--- config.mk ---
export PLATFORM = sky130hd
export DESIGN_NAME = sample_pack_run_length_encoder_unit
export DESIGN_NICKNAME = d
export VERILOG_FILES = /design/src/sv/sprle_pkg.sv /design/src/sv/sprle_ram.sv /design/src/sv/sprle_ctrl.sv /design/src/sv/sprle_dp.sv /design/src/sv/sample_pack_run_length_encoder_unit.sv
export SDC_FILE = /design/constraint.sdc
export NUM_CORES = 1
export LEC_CHECK = 0
export ABC_AREA = 1
export BUFFER_PORTS_ARGS = -buffer_cell sky130_fd_sc_hd__buf_2
export CAP_MARGIN = 0
export CORE_ASPECT_RATIO = 1.25
export CORE_MARGIN = 2
export CORE_UTILIZATION = 25
export CTS_BUF_LIST = sky130_fd_sc_hd__clkbuf_4 sky130_fd_sc_hd__clkbuf_8
export DETAILED_ROUTE_END_ITERATION = 12
export MAX_ROUTING_LAYER = met4
export PLACE_DENSITY = 0.43
export SLEW_MARGIN = 10
export SYNTH_ARGS = -nofsm -noshare
export SYNTH_HDL_FRONTEND = slang
export SYNTH_SLANG_ARGS = --single-unit
--- constraint.sdc ---
create_clock -name clk_i -period 4.7 [get_ports clk_i]
set_input_delay 0 -clock clk_i [delete_from_list [all_inputs] [get_ports clk_i]]
set_output_delay 0 -clock clk_i [all_outputs]
set_load 0.02 [all_outputs]
--- src/sv/sprle_pkg.sv ---
// Shared types and constants for the sample packer and run-length encoder.
// Used by every module of the block but sprle_ram; depends on nothing else.
package sprle_pkg;

  localparam int unsigned RUN_MAX = 32;
  localparam int unsigned CNT_W = $clog2(RUN_MAX + 1);
  localparam int unsigned ADDR_W = $clog2(RUN_MAX);
  localparam int unsigned SEEN_W = 6;
  localparam logic [SEEN_W-1:0] SEEN_SAT = '1;
  localparam int unsigned CFG_AW = 3;
  localparam int unsigned CFG_DW = 32;

  typedef enum logic {
    REG_BPS = 1'b0,
    REG_RLE = 1'b1
  } reg_e;

  typedef struct packed {
    logic [7:0] sample_value;
    logic       end_of_row;
  } in_item_t;

  typedef struct packed {
    logic [7:0] out_byte;
    logic       last_of_burst;
  } out_item_t;

  typedef struct packed {
    logic accept;
    logic take;
    logic direct;
    logic code;
    logic hdr;
    logic val;
    logic lit;
    logic post;
    logic flush;
    logic finish;
  } cmd_t;

  typedef struct packed {
    logic slot_pending;
    logic flush_pending;
    logic rle;
    logic needs_emit;
    logic repeat_mode;
    logic lit_last;
    logic emit_ok;
  } stat_t;

endpackage

--- src/sv/sprle_ram.sv ---
// Generic single-write, single-read RAM with a registered read port.
// Stand-alone; holds the run-length coder's byte buffer.
module sprle_ram #(
  parameter int unsigned Width = 8,
  parameter int unsigned Depth = 32,
  localparam int unsigned AddrW = $clog2(Depth)
) (
  input  logic             clk_i,
  input  logic             we_i,
  input  logic [AddrW-1:0] waddr_i,
  input  logic [Width-1:0] wdata_i,
  input  logic [AddrW-1:0] raddr_i,
  output logic [Width-1:0] rdata_o
);

  logic [Width-1:0] mem_q [Depth];
  logic [Width-1:0] rdata_q;

  always_ff @(posedge clk_i) begin
    if (we_i) begin
      mem_q[waddr_i] <= wdata_i;
    end
    rdata_q <= mem_q[raddr_i];
  end

  assign rdata_o = rdata_q;

endmodule

--- src/sv/sprle_ctrl.sv ---
// Sequencer of the sample packer and run-length encoder.
// Depends on sprle_pkg; drives the datapath through cmd_t and reads stat_t.
module sprle_ctrl (
  input  logic             clk_i,
  input  logic             rst_ni,
  input  logic             in_valid_i,
  output logic             in_stall_o,
  input  sprle_pkg::stat_t stat_i,
  output sprle_pkg::cmd_t  cmd_o
);
  import sprle_pkg::*;

  typedef enum logic [5:0] {
    ST_IDLE = 6'b000001,
    ST_NEXT = 6'b000010,
    ST_PASS = 6'b000100,
    ST_HDR  = 6'b001000,
    ST_VAL  = 6'b010000,
    ST_LIT  = 6'b100000
  } state_e;

  state_e state_q, state_d;

  always_comb begin
    cmd_o = '0;
    state_d = state_q;
    unique case (state_q)
      ST_IDLE: begin
        if (in_valid_i) begin
          cmd_o.accept = 1'b1;
          state_d = ST_NEXT;
        end
      end
      ST_NEXT: begin
        priority if (stat_i.slot_pending) begin
          cmd_o.take = 1'b1;
          state_d = ST_PASS;
        end else if (stat_i.flush_pending) begin
          cmd_o.flush = 1'b1;
          state_d = ST_HDR;
        end else if (stat_i.emit_ok) begin
          cmd_o.finish = 1'b1;
          state_d = ST_IDLE;
        end else begin
          state_d = ST_NEXT;
        end
      end
      ST_PASS: begin
        priority if (stat_i.rle) begin
          cmd_o.code = 1'b1;
          state_d = stat_i.needs_emit ? ST_HDR : ST_NEXT;
        end else if (stat_i.emit_ok) begin
          cmd_o.direct = 1'b1;
          state_d = ST_NEXT;
        end else begin
          state_d = ST_PASS;
        end
      end
      ST_HDR: begin
        if (stat_i.emit_ok) begin
          cmd_o.hdr = 1'b1;
          state_d = stat_i.repeat_mode ? ST_VAL : ST_LIT;
        end
      end
      ST_VAL: begin
        if (stat_i.emit_ok) begin
          cmd_o.val = 1'b1;
          cmd_o.post = 1'b1;
          state_d = ST_NEXT;
        end
      end
      ST_LIT: begin
        if (stat_i.emit_ok) begin
          cmd_o.lit = 1'b1;
          if (stat_i.lit_last) begin
            cmd_o.post = 1'b1;
            state_d = ST_NEXT;
          end
        end
      end
      default: begin
        state_d = ST_IDLE;
      end
    endcase
  end

  assign in_stall_o = (state_q != ST_IDLE);

  always_ff @(posedge clk_i or negedge rst_ni) begin
    if (!rst_ni) begin
      state_q <= ST_IDLE;
    end else begin
      state_q <= state_d;
    end
  end

endmodule

--- src/sv/sprle_dp.sv ---
// Datapath: bit packer, run-length coder state, byte buffer and output stage.
// Depends on sprle_pkg and sprle_ram; commanded by sprle_ctrl.
module sprle_dp (
  input  logic                 clk_i,
  input  logic                 rst_ni,
  input  sprle_pkg::cmd_t      cmd_i,
  output sprle_pkg::stat_t     stat_o,
  input  sprle_pkg::in_item_t  in_data_i,
  input  logic [3:0]           bps_i,
  input  logic                 rle_i,
  output logic                 out_valid_o,
  input  logic                 out_stall_i,
  output sprle_pkg::out_item_t out_data_o
);
  import sprle_pkg::*;

  typedef enum logic [1:0] {
    POST_NONE  = 2'd0,
    POST_START = 2'd1,
    POST_SET   = 2'd2
  } post_e;

  logic [7:0]        pack_q, pack_d;
  logic [3:0]        fill_q, fill_d;
  logic              slot0_v_q, slot0_v_d, slot1_v_q, slot1_v_d;
  logic [7:0]        slot0_b_q, slot0_b_d, slot1_b_q, slot1_b_d;
  logic              eor_q, eor_d;
  logic [7:0]        cb_q, cb_d;
  logic [CNT_W-1:0]  count_q, count_d;
  logic              repeat_q, repeat_d;
  logic [7:0]        rv_q, rv_d;
  logic [SEEN_W-1:0] seen_q, seen_d;
  logic [CNT_W-1:0]  idx_q, idx_d;
  post_e             post_q, post_d;
  logic              hold_v_q, hold_v_d;
  logic [7:0]        hold_b_q, hold_b_d;
  logic              out_v_q, out_v_d;
  out_item_t         out_q, out_d;

  logic [3:0]        w;
  logic [8:0]        mask9;
  logic [7:0]        v8;
  logic              pre;
  logic [7:0]        base_b, new_b;
  logic [3:0]        base_f, new_f;
  logic              pass1;

  logic              eq, full, rep_end, lit_switch, needs_emit;
  logic [SEEN_W-1:0] seen_n, drop, cnt_ext;
  logic [CNT_W-1:0]  cnt_cut, set_count;

  logic              emit, emit_ok;
  logic [7:0]        emit_b;
  logic              ram_we;
  logic [ADDR_W-1:0] ram_waddr;
  logic [7:0]        ram_wdata, ram_rdata;

  always_comb begin
    unique case (bps_i)
      4'd1:    w = 4'd1;
      4'd2:    w = 4'd2;
      4'd4:    w = 4'd4;
      default: w = 4'd8;
    endcase
    mask9 = (9'd1 << w) - 9'd1;
    v8 = in_data_i.sample_value & mask9[7:0];
    pre = (5'(fill_q) + 5'(w)) > 5'd8;
    base_b = pre ? 8'd0 : pack_q;
    base_f = pre ? 4'd0 : fill_q;
    new_f = base_f + w;
    new_b = base_b | (v8 << (4'd8 - new_f));
    pass1 = new_f[3] | (in_data_i.end_of_row & (new_f != 4'd0));
  end

  always_comb begin
    eq = (cb_q == rv_q);
    full = (count_q >= CNT_W'(RUN_MAX));
    seen_n = (seen_q == SEEN_SAT) ? seen_q : seen_q + SEEN_W'(1);
    drop = seen_n - SEEN_W'(1);
    cnt_ext = SEEN_W'(count_q);
    cnt_cut = (cnt_ext > drop) ? CNT_W'(cnt_ext - drop) : '0;
    set_count = (seen_q > SEEN_W'(RUN_MAX)) ? CNT_W'(RUN_MAX) : CNT_W'(seen_q);
    rep_end = repeat_q & (count_q > CNT_W'(2)) & !eq;
    lit_switch = !repeat_q & eq & (seen_n > SEEN_W'(3));
    needs_emit = full | rep_end | lit_switch;
  end

  assign emit = cmd_i.direct | cmd_i.hdr | cmd_i.val | cmd_i.lit;
  assign emit_ok = !hold_v_q | !out_v_q | !out_stall_i;

  always_comb begin
    priority if (cmd_i.hdr) begin
      emit_b = repeat_q ? (8'd0 - 8'(count_q)) : (8'(count_q) - 8'd1);
    end else if (cmd_i.val) begin
      emit_b = rv_q;
    end else if (cmd_i.lit) begin
      emit_b = ram_rdata;
    end else begin
      emit_b = cb_q;
    end
  end

  always_comb begin
    pack_d = pack_q;
    fill_d = fill_q;
    slot0_v_d = slot0_v_q;
    slot0_b_d = slot0_b_q;
    slot1_v_d = slot1_v_q;
    slot1_b_d = slot1_b_q;
    eor_d = eor_q;
    cb_d = cb_q;
    count_d = count_q;
    repeat_d = repeat_q;
    rv_d = rv_q;
    seen_d = seen_q;
    idx_d = idx_q;
    post_d = post_q;
    hold_v_d = hold_v_q;
    hold_b_d = hold_b_q;
    out_v_d = out_v_q & out_stall_i;
    out_d = out_q;
    ram_we = 1'b0;
    ram_waddr = count_q[ADDR_W-1:0];
    ram_wdata = cb_q;

    if (cmd_i.accept) begin
      slot0_v_d = pre;
      slot0_b_d = pack_q;
      slot1_v_d = pass1;
      slot1_b_d = new_b;
      pack_d = pass1 ? 8'd0 : new_b;
      fill_d = pass1 ? 4'd0 : new_f;
      eor_d = in_data_i.end_of_row;
    end

    if (cmd_i.take) begin
      if (slot0_v_q) begin
        cb_d = slot0_b_q;
        slot0_v_d = 1'b0;
      end else begin
        cb_d = slot1_b_q;
        slot1_v_d = 1'b0;
      end
    end

    if (cmd_i.code) begin
      if (needs_emit) begin
        priority if (full || rep_end) begin
          post_d = POST_START;
        end else begin
          seen_d = seen_n;
          count_d = cnt_cut;
          post_d = POST_SET;
        end
      end else begin
        ram_we = 1'b1;
        count_d = count_q + CNT_W'(1);
        if (repeat_q) begin
          if (count_q == '0) begin
            rv_d = cb_q;
          end else if (!eq) begin
            repeat_d = 1'b0;
            rv_d = cb_q;
            seen_d = SEEN_W'(1);
          end
        end else if (eq) begin
          seen_d = seen_n;
        end else begin
          rv_d = cb_q;
          seen_d = SEEN_W'(1);
        end
      end
    end

    if (cmd_i.flush) begin
      post_d = POST_NONE;
      eor_d = 1'b0;
    end

    if (cmd_i.finish) begin
      eor_d = 1'b0;
    end

    if (cmd_i.hdr) begin
      idx_d = '0;
    end
    if (cmd_i.lit) begin
      idx_d = idx_q + CNT_W'(1);
    end

    if (cmd_i.post) begin
      repeat_d = 1'b1;
      unique case (post_q)
        POST_START: begin
          rv_d = cb_q;
          ram_we = 1'b1;
          ram_waddr = '0;
          count_d = CNT_W'(1);
        end
        POST_SET: begin
          count_d = set_count;
        end
        default: begin
          count_d = '0;
        end
      endcase
    end

    if (emit) begin
      if (hold_v_q) begin
        out_v_d = 1'b1;
        out_d.out_byte = hold_b_q;
        out_d.last_of_burst = 1'b0;
      end
      hold_b_d = emit_b;
      hold_v_d = 1'b1;
    end

    if (cmd_i.finish && hold_v_q) begin
      out_v_d = 1'b1;
      out_d.out_byte = hold_b_q;
      out_d.last_of_burst = 1'b1;
      hold_v_d = 1'b0;
    end
  end

  sprle_ram #(
    .Width(8),
    .Depth(RUN_MAX)
  ) u_buf (
    .clk_i  (clk_i),
    .we_i   (ram_we),
    .waddr_i(ram_waddr),
    .wdata_i(ram_wdata),
    .raddr_i(idx_d[ADDR_W-1:0]),
    .rdata_o(ram_rdata)
  );

  always_ff @(posedge clk_i or negedge rst_ni) begin
    if (!rst_ni) begin
      pack_q <= '0;
      fill_q <= '0;
      slot0_v_q <= 1'b0;
      slot1_v_q <= 1'b0;
      eor_q <= 1'b0;
      count_q <= '0;
      repeat_q <= 1'b1;
      rv_q <= '0;
      seen_q <= '0;
      idx_q <= '0;
      post_q <= POST_NONE;
      hold_v_q <= 1'b0;
      out_v_q <= 1'b0;
    end else begin
      pack_q <= pack_d;
      fill_q <= fill_d;
      slot0_v_q <= slot0_v_d;
      slot1_v_q <= slot1_v_d;
      eor_q <= eor_d;
      count_q <= count_d;
      repeat_q <= repeat_d;
      rv_q <= rv_d;
      seen_q <= seen_d;
      idx_q <= idx_d;
      post_q <= post_d;
      hold_v_q <= hold_v_d;
      out_v_q <= out_v_d;
    end
  end

  always_ff @(posedge clk_i) begin
    slot0_b_q <= slot0_b_d;
    slot1_b_q <= slot1_b_d;
    cb_q <= cb_d;
    hold_b_q <= hold_b_d;
    out_q <= out_d;
  end

  assign stat_o.slot_pending = slot0_v_q | slot1_v_q;
  assign stat_o.flush_pending = eor_q & (count_q != '0);
  assign stat_o.rle = rle_i;
  assign stat_o.needs_emit = needs_emit;
  assign stat_o.repeat_mode = repeat_q;
  assign stat_o.lit_last = ((idx_q + CNT_W'(1)) == count_q);
  assign stat_o.emit_ok = emit_ok;

  assign out_valid_o = out_v_q;
  assign out_data_o = out_q;

endmodule

--- src/sv/sample_pack_run_length_encoder_unit.sv ---
// Top level of the sample packer and run-length encoder: register port and assembly.
// Depends on sprle_pkg, sprle_ctrl and sprle_dp.
//
// Samples of 1, 2, 4 or 8 bits are packed most significant first into bytes, which go out
// as they are or run-length coded (runs as 256-count and the value, literal stretches as
// count-1 and the bytes). One sample is in work at a time, and a single sequencer steps
// through it with one byte per cycle on the output side while the output is not stalled:
// each completed byte is taken and then passed on or coded, putting out the buffer sends
// its header and then its value or bytes, and an end-of-row flush puts out the buffer too.
// The last byte of a sample is held one stage so that it can carry last_of_burst, and the
// output register lets the next sample enter while that byte waits to be taken.
module sample_pack_run_length_encoder_unit (
  input  logic                          clk_i,
  input  logic                          rst_ni,
  input  logic                          in_valid_i,
  output logic                          in_stall_o,
  input  sprle_pkg::in_item_t           in_data_i,
  output logic                          out_valid_o,
  input  logic                          out_stall_i,
  output sprle_pkg::out_item_t          out_data_o,
  input  logic                          psel,
  input  logic                          penable,
  input  logic                          pwrite,
  input  logic [sprle_pkg::CFG_AW-1:0]  paddr,
  input  logic [sprle_pkg::CFG_DW-1:0]  pwdata,
  output logic [sprle_pkg::CFG_DW-1:0]  prdata,
  output logic                          pready
);
  import sprle_pkg::*;

  logic [3:0] bps_q, bps_d;
  logic       rle_q, rle_d;
  logic       cfg_wr;
  cmd_t       cmd;
  stat_t      stat;

  assign pready = 1'b1;
  assign cfg_wr = psel & penable & pwrite & pready;

  always_comb begin
    bps_d = bps_q;
    rle_d = rle_q;
    if (cfg_wr) begin
      unique case (paddr[2])
        REG_BPS: bps_d = pwdata[3:0];
        REG_RLE: rle_d = pwdata[0];
        default: bps_d = bps_q;
      endcase
    end
  end

  always_comb begin
    if (paddr[2] == REG_RLE) begin
      prdata = {{(CFG_DW - 1){1'b0}}, rle_q};
    end else begin
      prdata = {{(CFG_DW - 4){1'b0}}, bps_q};
    end
  end

  always_ff @(posedge clk_i or negedge rst_ni) begin
    if (!rst_ni) begin
      bps_q <= 4'd8;
      rle_q <= 1'b0;
    end else begin
      bps_q <= bps_d;
      rle_q <= rle_d;
    end
  end

  sprle_ctrl u_ctrl (
    .clk_i     (clk_i),
    .rst_ni    (rst_ni),
    .in_valid_i(in_valid_i),
    .in_stall_o(in_stall_o),
    .stat_i    (stat),
    .cmd_o     (cmd)
  );

  sprle_dp u_dp (
    .clk_i      (clk_i),
    .rst_ni     (rst_ni),
    .cmd_i      (cmd),
    .stat_o     (stat),
    .in_data_i  (in_data_i),
    .bps_i      (bps_q),
    .rle_i      (rle_q),
    .out_valid_o(out_valid_o),
    .out_stall_i(out_stall_i),
    .out_data_o (out_data_o)
  );

  // No byte may enter the hold stage unless the byte already there can move on.
  property p_emit_has_room;
    @(posedge clk_i) disable iff (!rst_ni)
      (cmd.direct || cmd.hdr || cmd.val || cmd.lit || cmd.finish) |-> stat.emit_ok;
  endproperty
  a_emit_has_room: assert property (p_emit_has_room)
    else $error("byte issued while the output stage is blocked");

  // Once a sample is taken, the input stays stalled for at least the next cycle.
  property p_busy_after_accept;
    @(posedge clk_i) disable iff (!rst_ni)
      (in_valid_i && !in_stall_o) |=> in_stall_o;
  endproperty
  a_busy_after_accept: assert property (p_busy_after_accept)
    else $error("input taken again before the previous sample was worked off");

  // While the block is open for input, nothing is being coded or emitted.
  property p_idle_quiet;
    @(posedge clk_i) disable iff (!rst_ni)
      !in_stall_o |-> !(cmd.take || cmd.code || cmd.direct || cmd.hdr || cmd.lit || cmd.post);
  endproperty
  a_idle_quiet: assert property (p_idle_quiet)
    else $error("work commanded while the input side is open");

endmodule

---- Word level (Yosys, flattened, before mapping) ----
Memory sizes are Yosys's and may differ from the RTL's. A register that Yosys moved wholly into a read port is not among the register bits.
Index checks and enable logic that the tools add are counted.
storage, ports and cells
  memories ................................ 1
  word-level logic and storage cells ...... 215
  bits in registers ....................... 98
  memory bits (writable) .................. 256
  output and inout bits ................... 44
  input port bits ......................... 51
operators by class
  $add $sub $neg .......................... 11
  order comparisons ....................... 6
  shift operators ......................... 2
  reduce and logical (&&, ||, !) cells .... 26
  equal/unequal tests ..................... 25
  bitwise logic cells ..................... 21
  mux-type cells .......................... 100
memory list
  name              words  width  read ports  clocked after memory_dff  wr ports  RTL line         RTL
  u_dp.u_buf.mem_q  32     8      1           1                         1         sprle_ram.sv:16  logic [Width-1:0] mem_q [Depth];
operators by type and width
  cell                   count
  $mux W6                23
  $mux W8                14
  $mux W1                39
  $pmux W6 S6            1
  $mux W9                3
  $mux W4                5
  $add A6 B1 Y6 const B  3
  $mux W2                9
  $reduce_and A2 Y1      7
  $eq A6 B6 Y1 const B   2
  $gt A6 B2 Y1 const B   2
  $pmux W4 S3            1
  $pmux W6 S2            1
  $reduce_bool A2 Y1     6
  $mux W5                2
  $and A1 B1 Y1          9
  $ne A3 B3 Y1 const B   3
  $or A1 B1 Y1           9
  $and A8 B8 Y8          1
  $eq A8 B8 Y1           1
  $ne A2 B2 Y1 const B   4
  $or A8 B8 Y8           1
  $shl A1 B4 Y8 const A  1
  $shl A8 B4 Y8          1
  37 further kinds       43

---- Depth between registers and ports, before layout ----
Gate-level depths: netlist (run 1).
  depth in word-level cells ............... 12
  gate-level depth with buffers ........... 30

---- Hierarchy ----
A second synthesis (run 1) with hierarchy kept.
unflattened totals
  cell total of the unflattened synthesis .. 1792
  area, all modules ....................... 17445.5 um^2
modules (own cells, without submodules)
  module                               instances  area an instance (um^2)  sequential area each (um^2)  cells an instance
  sprle_ram                            1          10786.6                  7847.5                       922
  sprle_dp                             1          5659.2                   2373.5                       724
  sprle_ctrl                           1          515.5                    151.4                        80
  sample_pack_run_length_encoder_unit  1          484.2                    126.4                        66

---- Least setup slack after synthesis (run 1) ----
No wires, ideal clock.
  kind .................................... flip-flop to flip-flop
  start ................................... reg bps_q[0]
  end ..................................... reg u_dp.slot1_b_q[6] (data pin)
  setup time .............................. 258 ps
  arrival ................................. 3867 ps
  buffers on the path ..................... 2
  cell stages (with the launch flop) ...... 24
  slack ................................... 575 ps
  period minus slack after synthesis ...... 4125 ps
  required time ........................... 4442 ps
  cell sequence ........................... dfrtp_1 inv_1 nand4_1 ha_1 inv_1 nand4_1 fa_1 xor2_1 nand3_1 nand3_1 nand2_1 nor2_1 ha_1 clkbuf_1 inv_1 clkbuf_1 ha_1 or2_2 nand2_1 inv_1 nand3_1 nand2_1 nand2_1 nand2_1
on the way
  cells in the longest elaborated chain, start to end .. 9
ends and longest elaborated chain
  item                                  RTL line                                   RTL
  start: declaration                    sample_pack_run_length_encoder_unit.sv:31  logic [3:0] bps_q, bps_d;
  start signal: assignment              sample_pack_run_length_encoder_unit.sv:65  bps_q <= bps_d;
  $eq A4 B3 Y1 (tied with other cells)  sprle_dp.sv:59                             unique case (bps_i)
  $pmux W4 S3 *                         sprle_dp.sv:59
  $add A4 B4 Y5                         sprle_dp.sv:67                             pre = (5'(fill_q) + 5'(w)) > 5'd8;
  $gt A5 B4 Y1                          sprle_dp.sv:67
  $mux W4                               sprle_dp.sv:69                             base_f = pre ? 4'd0 : fill_q;
  $add A4 B4 Y4                         sprle_dp.sv:70                             new_f = base_f + w;
  $sub A4 B4 Y4                         sprle_dp.sv:71                             new_b = base_b | (v8 << (4'd8 - new_f));
  $shl A8 B4 Y8                         sprle_dp.sv:71
  $or A8 B8 Y8 *                        sprle_dp.sv:71
  net u_dp.new_b[6]                     sprle_dp.sv:44                             logic [7:0] base_b, new_b;
  end signal: assignment                sprle_dp.sv:273                            slot1_b_q <= slot1_b_d;
  end: declaration                      sprle_dp.sv:26                             logic [7:0] slot0_b_q, slot0_b_d, slot1_b_q, slot1_b_d;
The timed path passes the listed nets; every way through them passes the cells marked *.
A chain may end at the register's enable or synchronous reset.

---- Worst setup path after layout (run 1) ----
  start ................................... reg bps_q[2]
  end ..................................... reg u_dp.slot1_b_q[7] (data pin)
The elaborated chain is that of the path after synthesis.

==> results.txt, run 1 <==
Yosys warning count = 0
clock sink count = 362
GPL Wtd Cong = 0.861
Distinct cells, synth = 54
HP Class = in -> async
most frequent cells in the layout = nand2_1 (436), nand3_1 (344), inv_1 (310)
dominant cells by area after synthesis = edfxtp_1 (49%), nand3_1 (9.4%), nand2_1 (9.0%), dfrtp_1 (7.4%), inv_1 (6.4%)
DR top layer = met4
minimum clock period = 4300 ps
first-pass GRT wire length = 79200 um
CP max FO = 7
starting density of the core = 0.253
H-tree depth = 2
DRC = 0
Post-synth ARST share = 0.157
sw frac = 0.302
crit path launch = bps_q[2]
Comb pwr share = 0.172
Clock transition at path regs = 70 ps
worst slew pin tran = 998 ps
commonest non-fill, non-tap cell in the layout = nand2_1
post-route insts no fill = 3041
initial antenna violation count = 2
Final Slew Violations = 0
FF-to-FF Start = bps_q[2]
routed wl met3 = 1970 um
Avg Inst Size Synth = 9.31 um2
die area = 75300 um2
worst r2r path cells = 24
outcome = complete, no violations
CTS tree = done
max incr delay on CP = 440 ps
PD cells = 392 nW/um2
crit-path cells = nor2_1 > nand3_1 > ha_1 > inv_1 > nand4_1 > fa_2 > xor2_1 > nand3_1 > nand3_1 > nand2_2 > nor2_1 > ha_1 > inv_1 > fa_1 > or2_2 > nand2_1 > inv_1 > or2_2 > nand2_2 > inv_1 > nand3_1 > nand2_1 > nand2_1 > nand2_1
reg2reg setup slack = 400 ps
Clk pwr share = 0.341
number of port buffers = 35
fmax = 232 MHz
flops & latches, synth = 362
reg-to-reg endpoint = u_dp.slot1_b_q[7]
final wirelength = 51200 um
Core Box Area = 72300 um2
sequential area share after synthesis = 0.575
CP required = 5090 ps
met2 wire len = 25900 um
DIE WIDTH = 246 um
hpwl dp = 33100 um
ratio of final minimum period to clock period = 0.916
Setup crit end kind = register
NetSw = 2460 uW
chip height = 306 um
vias = 13.3k
fraction of final layout cells with drive strength greater than 1 = 0.109
clock buffer count from CTS = 61
peak supply drop = 0.183 mV
M1 WL = 21400 um
largest net degree at the start of global routing = 89
Post-synth EDFFs = 296
Reg power frac = 0.487
router iterations before antenna repair = 4
Finished Core Util = 0.288
share of the synthesized area in the top cell type = 0.486
ys flop type = edfxtp_1
Post-Place Cells = 2904
nets = 2118
vias per cell = 4.39
Leak = 0.00891 uW
Final ANT Viol Nets = 0
I/O pin count = 95
crit start category = register
Total GRT Usage = 0.141
vias in the first global route = 13.5k
Worst-Skew Late Latency = 690 ps
area delta synth->final = 14.0%
Setup-failing EPs final = 0
grt ovf = 0
skew final = 56.9 ps
cell area after synthesis = 18300 um2
cell-internal power = 5700 uW
Fin. Hold Viols = 0
RSZ-0062 raised after global routing = no
Final TNS setup = 0 ps
slew margin rel. = 0.335
Clock Tree Buf Depth = 3
max-cap violations = 0
Clk Tree Root Cell = clkbuf_8
cell row count = 110
slowest CP cell = fa_2
drt first-iter violations = 755
Synth Instances = 1963
largest area contributor in the netlist = edfxtp_1
type of the worst setup path = reg -> reg
drt wl/cell = 16.8 um
arrival time at the worst endpoint = 4690 ps
[synthesized netlist by cell type (all sizes together) (2+ instances only)]
library cell,instances
a211oi,3
o22ai,9
dfrtp,54
xnor2,14
a21o,2
dfstp,3
xor2,21
o21ai,52
o211ai,9
a21oi,11
nand3,351
conb,2
edfxtp,296
dfxtp,9
ha,26
clkbuf,21
o21bai,2
clkinv,3
or2,5
nand2,452
nor3,7
nand3b,51
and3,2
nand4,19
a31oi,3
fa,3
buf,87
inv,320
nor2,120
[worst max-delay path, delay by kind of cell (launching register included)]
kind	cells	cell delay (ps)
simple gates	15	1950
fa+ha+maj	4	1210
buf+inv	4	310
xor+xnor	1	170
flops	1	400
[cell families after synthesis]
kind of cell	share of synthesized area
and+or+nand+nor	0.254
DFF	0.575
adders and majority gates	0.0211
AOI/OAI and AO/OA	0.0316
buffers and inverters	0.101
xor gates and xnor gates	0.0168
other	0.000411
[metrics by stage]
stage	area [um2]	hold slack, ps	worst slack [ps]	power, uW
after global routing	20800	56.0	11.2	8600
final	20800	11.0	396	8160
after detailed placement	19400	243	143	5440
after CTS	20800	11.9	84.2	8290
after floorplan	18400	-296	575	4910
after global placement	19400	238	251	5430
[how the worst max path moves through the flow]
stage                        endpoint  slack [ps]  cells past startpoint
floorplan           u_dp.slot1_b_q[6]         580                     23
global placement    u_dp.slot1_b_q[7]         250                     24
detailed placement  u_dp.slot1_b_q[6]         140                     24
CTS                 u_dp.slot1_b_q[7]          80                     24
global route        u_dp.slot1_b_q[7]          10                     24
finish              u_dp.slot1_b_q[7]         400                     24
[timing repair]
| action | in CTS | in global routing |
|---|---|---|
| endpoints found under the setup margin | 0 | 16 |
| hold buffers | 22 | 0 |
| gates resized for setup | 0 | 4 |
| setup buffers | 0 | 1 |
| hold endpoints to repair | 101 | 0 |
[state kept, by name (all words and copies together) (netlist names), 2 cells and up]
register,flops
u_ctrl.state_q,6
u_dp.slot1_b_q,8
u_dp.fill_q,4
u_dp.cb_q,8
u_dp.hold_b_q,8
u_dp.pack_q,8
u_dp.slot0_b_q,8
u_dp.out_data_o,9
u_dp.rv_q,8
u_dp.post_q,2
u_dp.u_buf.mem_q,256
u_dp.seen_q,6
u_dp.idx_q,6
u_dp.cnt_ext,6
bps_q,4
u_dp.u_buf.rdata_o,8
[final cells by class]
class                      count  area (um2)
fill                        7574       51400
sequential                   362       10500
multi-input combinational   1197        6060
inverter                     323        1210
tap                          952        1190
clock buffer                  79         981
timing repair buffer          93         678
clock inverter                33         200
antenna                        2        5.00
[per-layer routing]
| layer | vias to the layer above | track usage |
|---|---|---|
| met5 | - | - |
| met4 | 0 | 0.0543 |
| met3 | 90 | 0.0212 |
| met2 | 306 | 0.243 |
| met1 | 6387 | 0.165 |
| li1 | 6558 | - |
[power by group through the flow]
stage / sequential, uW / combinational [uW] / clock, uW
global route: 3990 / 1590 / 3020
global placement: 4030 / 1390 / 0
floorplan: 4030 / 878 / 0
CTS: 3970 / 1430 / 2890
finish: 3970 / 1400 / 2790
detailed placement: 4040 / 1400 / 0
No activity file was read; power rests on OpenSTA's default activity.
==> inputs of run 2 (changes only) <==
--- a/config.mk
+++ b/config.mk
@@ -15,7 +15,9 @@
 export DETAILED_ROUTE_END_ITERATION = 12
 export MAX_ROUTING_LAYER = met4
 export PLACE_DENSITY = 0.43
+export SETUP_SLACK_MARGIN = 0.4
 export SLEW_MARGIN = 10
 export SYNTH_ARGS = -nofsm -noshare
 export SYNTH_HDL_FRONTEND = slang
 export SYNTH_SLANG_ARGS = --single-unit
+export TNS_END_PERCENT = 1
==> run 2 against run 1 <==
Net effect: register-to-register slack better by 300 ps; die area is the same; critical path depth did not move; non-clock buffer count is 4 higher; sequential cell count unchanged; final cell count is 0.16% higher; via count increased by 0.25%; first-iteration DRC count shrank 9.9%; largest cell class unchanged; largest power group unchanged.
==> results.txt, run 2 (same netlist as run 1, synthesis figures left out) <==
Most flops, register = u_dp.u_buf.mem_q
met2 usage = 0.243 (about the same)
final wirelength = 51300 um (+0.30%)
chip height = 306 um (unchanged)
fillcell total = 7573 (-0.013%)
CP max FO = 7 (unchanged)
Total GRT Usage = 0.141 (about the same)
Final ANT Viol Nets = 0 (unchanged)
most frequent cells in the layout = nand2_1 (436), nand3_1 (341), inv_1 (305)
final setup margin = 692 ps (+296 ps)
Worst-Skew Late Latency = 690 ps (about the same)
Finished Core Util = 0.289 (+0.00116)
slew margin rel. = 0.337 (+0.00247)
vias in the first global route = 13.5k (+0.030%)
commonest non-fill, non-tap cell in the layout = nand2_1
nets = 2123 (+0.24%)
register area = 10500 um2 (unchanged)
drt first-iter violations = 680 (-9.9%)
Clk Tree Root Cell = clkbuf_8
Place WS = 143 ps (unchanged)
clock buffer count from CTS = 61 (unchanged)
largest net degree at the start of global routing = 89 (unchanged)
skew final = 55.5 ps (-1.39 ps)
grt met3 use = 0.0212 (unchanged)
Core Box Area = 72300 um2 (unchanged)
area delta synth->final = 14.4%
GPL Wtd Cong = 0.861 (unchanged)
vias = 13.4k (+0.25%)
ratio of final minimum period to clock period = 0.853 (-0.0630)
I/O pin count = 95 (unchanged)
die area = 75300 um2 (unchanged)
busiest grt layer = met2
fraction of final layout cells with drive strength greater than 1 = 0.118 (+0.00930)
DRC = 0 (unchanged)
outcome = complete, no violations
fmax = 250 MHz (+7.4%)
Clock Tree Buf Depth = 3 (unchanged)
met1 usage = 0.165 (about the same)
CP required = 5090 ps (about the same)
starting density of the core = 0.253 (unchanged)
clock sink count = 362 (unchanged)
arrival time at the worst endpoint = 4390 ps (-300 ps)
Final TNS setup = 0 ps (unchanged)
max-cap violations = 0 (unchanged)
vias per cell = 4.39 (about the same)
minimum clock period = 4010 ps (-296 ps)
RSZ-0062 raised after global routing = no
Setup-failing EPs final = 0 (unchanged)
CTS tree = done
first-pass GRT wire length = 79200 um (about the same)
cell row count = 110 (unchanged)
PD cells = 391 nW/um2 (-0.15%)
drt wl/cell = 16.8 um (+0.14%)
Final Slew Violations = 0 (unchanged)
type of the worst setup path = reg -> reg
H-tree depth = 2 (unchanged)
initial antenna violation count = 2 (unchanged)
grt ovf = 0 (unchanged)
number of port buffers = 35 (unchanged)
Setup crit end kind = register
worst slew pin tran = 994 ps (-3.70 ps)
Clock transition at path regs = 70 ps (about the same)
worst r2r path cells = 24 (unchanged)
max reg flops = 256 (unchanged)
Fin. Hold Viols = 0 (unchanged)
router iterations before antenna repair = 5 (+1)
peak supply drop = 0.188 mV (+2.7%)
DIE WIDTH = 246 um (unchanged)
HP Class = in -> async
Leak = 0.00893 uW (+0.12%)
crit start category = register
hpwl dp = 33100 um (unchanged)
Multi-input gate area = 6100 um2 (+0.70%)
run 2: per-stage QoR:
stage	cells	power (uW)	hold WS (ps)	area [um2]
5_1_grt	3046	8620	56.0	20900
3_5_place_dp	2904	5440	243	19400
3_3_place_gp	2904	5430	238	19400
6_report	3046	8180	13.8	20900
2_1_floorplan	1990	4910	-296	18400
4_1_cts	3040	8290	11.9	20800
run 2: worst paths after layout:
kind	slack [ps]	startpoint	end
worst max-delay path	690	bps_q[2]	u_dp.slot1_b_q[7]
worst min-delay path	10	rst_ni	u_dp.seen_q[5]
worst max register to register	690	bps_q[2]	u_dp.slot1_b_q[7]
worst min register to register	450	u_dp.pack_q[4]	u_dp.slot0_b_q[4]
max in group asynchronous	4080	rst_ni	u_dp.pack_q[7]
min in group clk_i	40	in_data_i[7]	u_dp.pack_q[6]
run 2: routing by layer:
layer	vias up	wire length, um
met3	95	2020
met1	6402	21400
met5	-	0
met2	306	25900
met4	0	1900
li1	6571	-
run 2: critical path, stage by stage, from the launching register on:
cell and delay [ps]:
dfrtp_1 420, nor2_4 150, nand3_2 90, ha_2 190, inv_1 70, nand4_1 200, fa_2 460, xor2_1 170
nand3_1 110, nand3_2 90, nand2_2 70, nor2_2 90, ha_2 180, inv_1 50, fa_2 330, or2_2 300
nand2_1 60, inv_1 70, or2_4 240, nand2_4 90, inv_2 70, nand3_1 80, nand2_1 50, nand2_1 60
nand2_1 60
run 2: area by class of cell:
type,instances,area share
Clock buffer,79,0.0469
Clock inverter,33,0.00957
Tap cell,952,0.0570
Timing Repair Buffer,97,0.0339
Timing Repair inverter,1,0.000239
Antenna cell,2,0.000239
Sequential cell,362,0.502
Multi-Input combinational cell,1197,0.292
Inverter,323,0.0583
run 2: repair_timing:
| item | 4_1_cts | 5_1_grt |
|---|---|---|
| endpoints found under the setup margin | 16 | 19 |
| hold buffers | 22 | 0 |
| pin swaps | 0 | 4 |
| resized for setup | 6 | 17 |
| gates cloned | 0 | 1 |
| endpoints found under the hold margin | 101 | 0 |
| buffers inserted | 2 | 3 |
run 2: report_power, final:
group	switching, uW	total [uW]	internal, uW
clock	1320	2790	1470
sequential	157	3970	3820
combinational	1000	1420	417
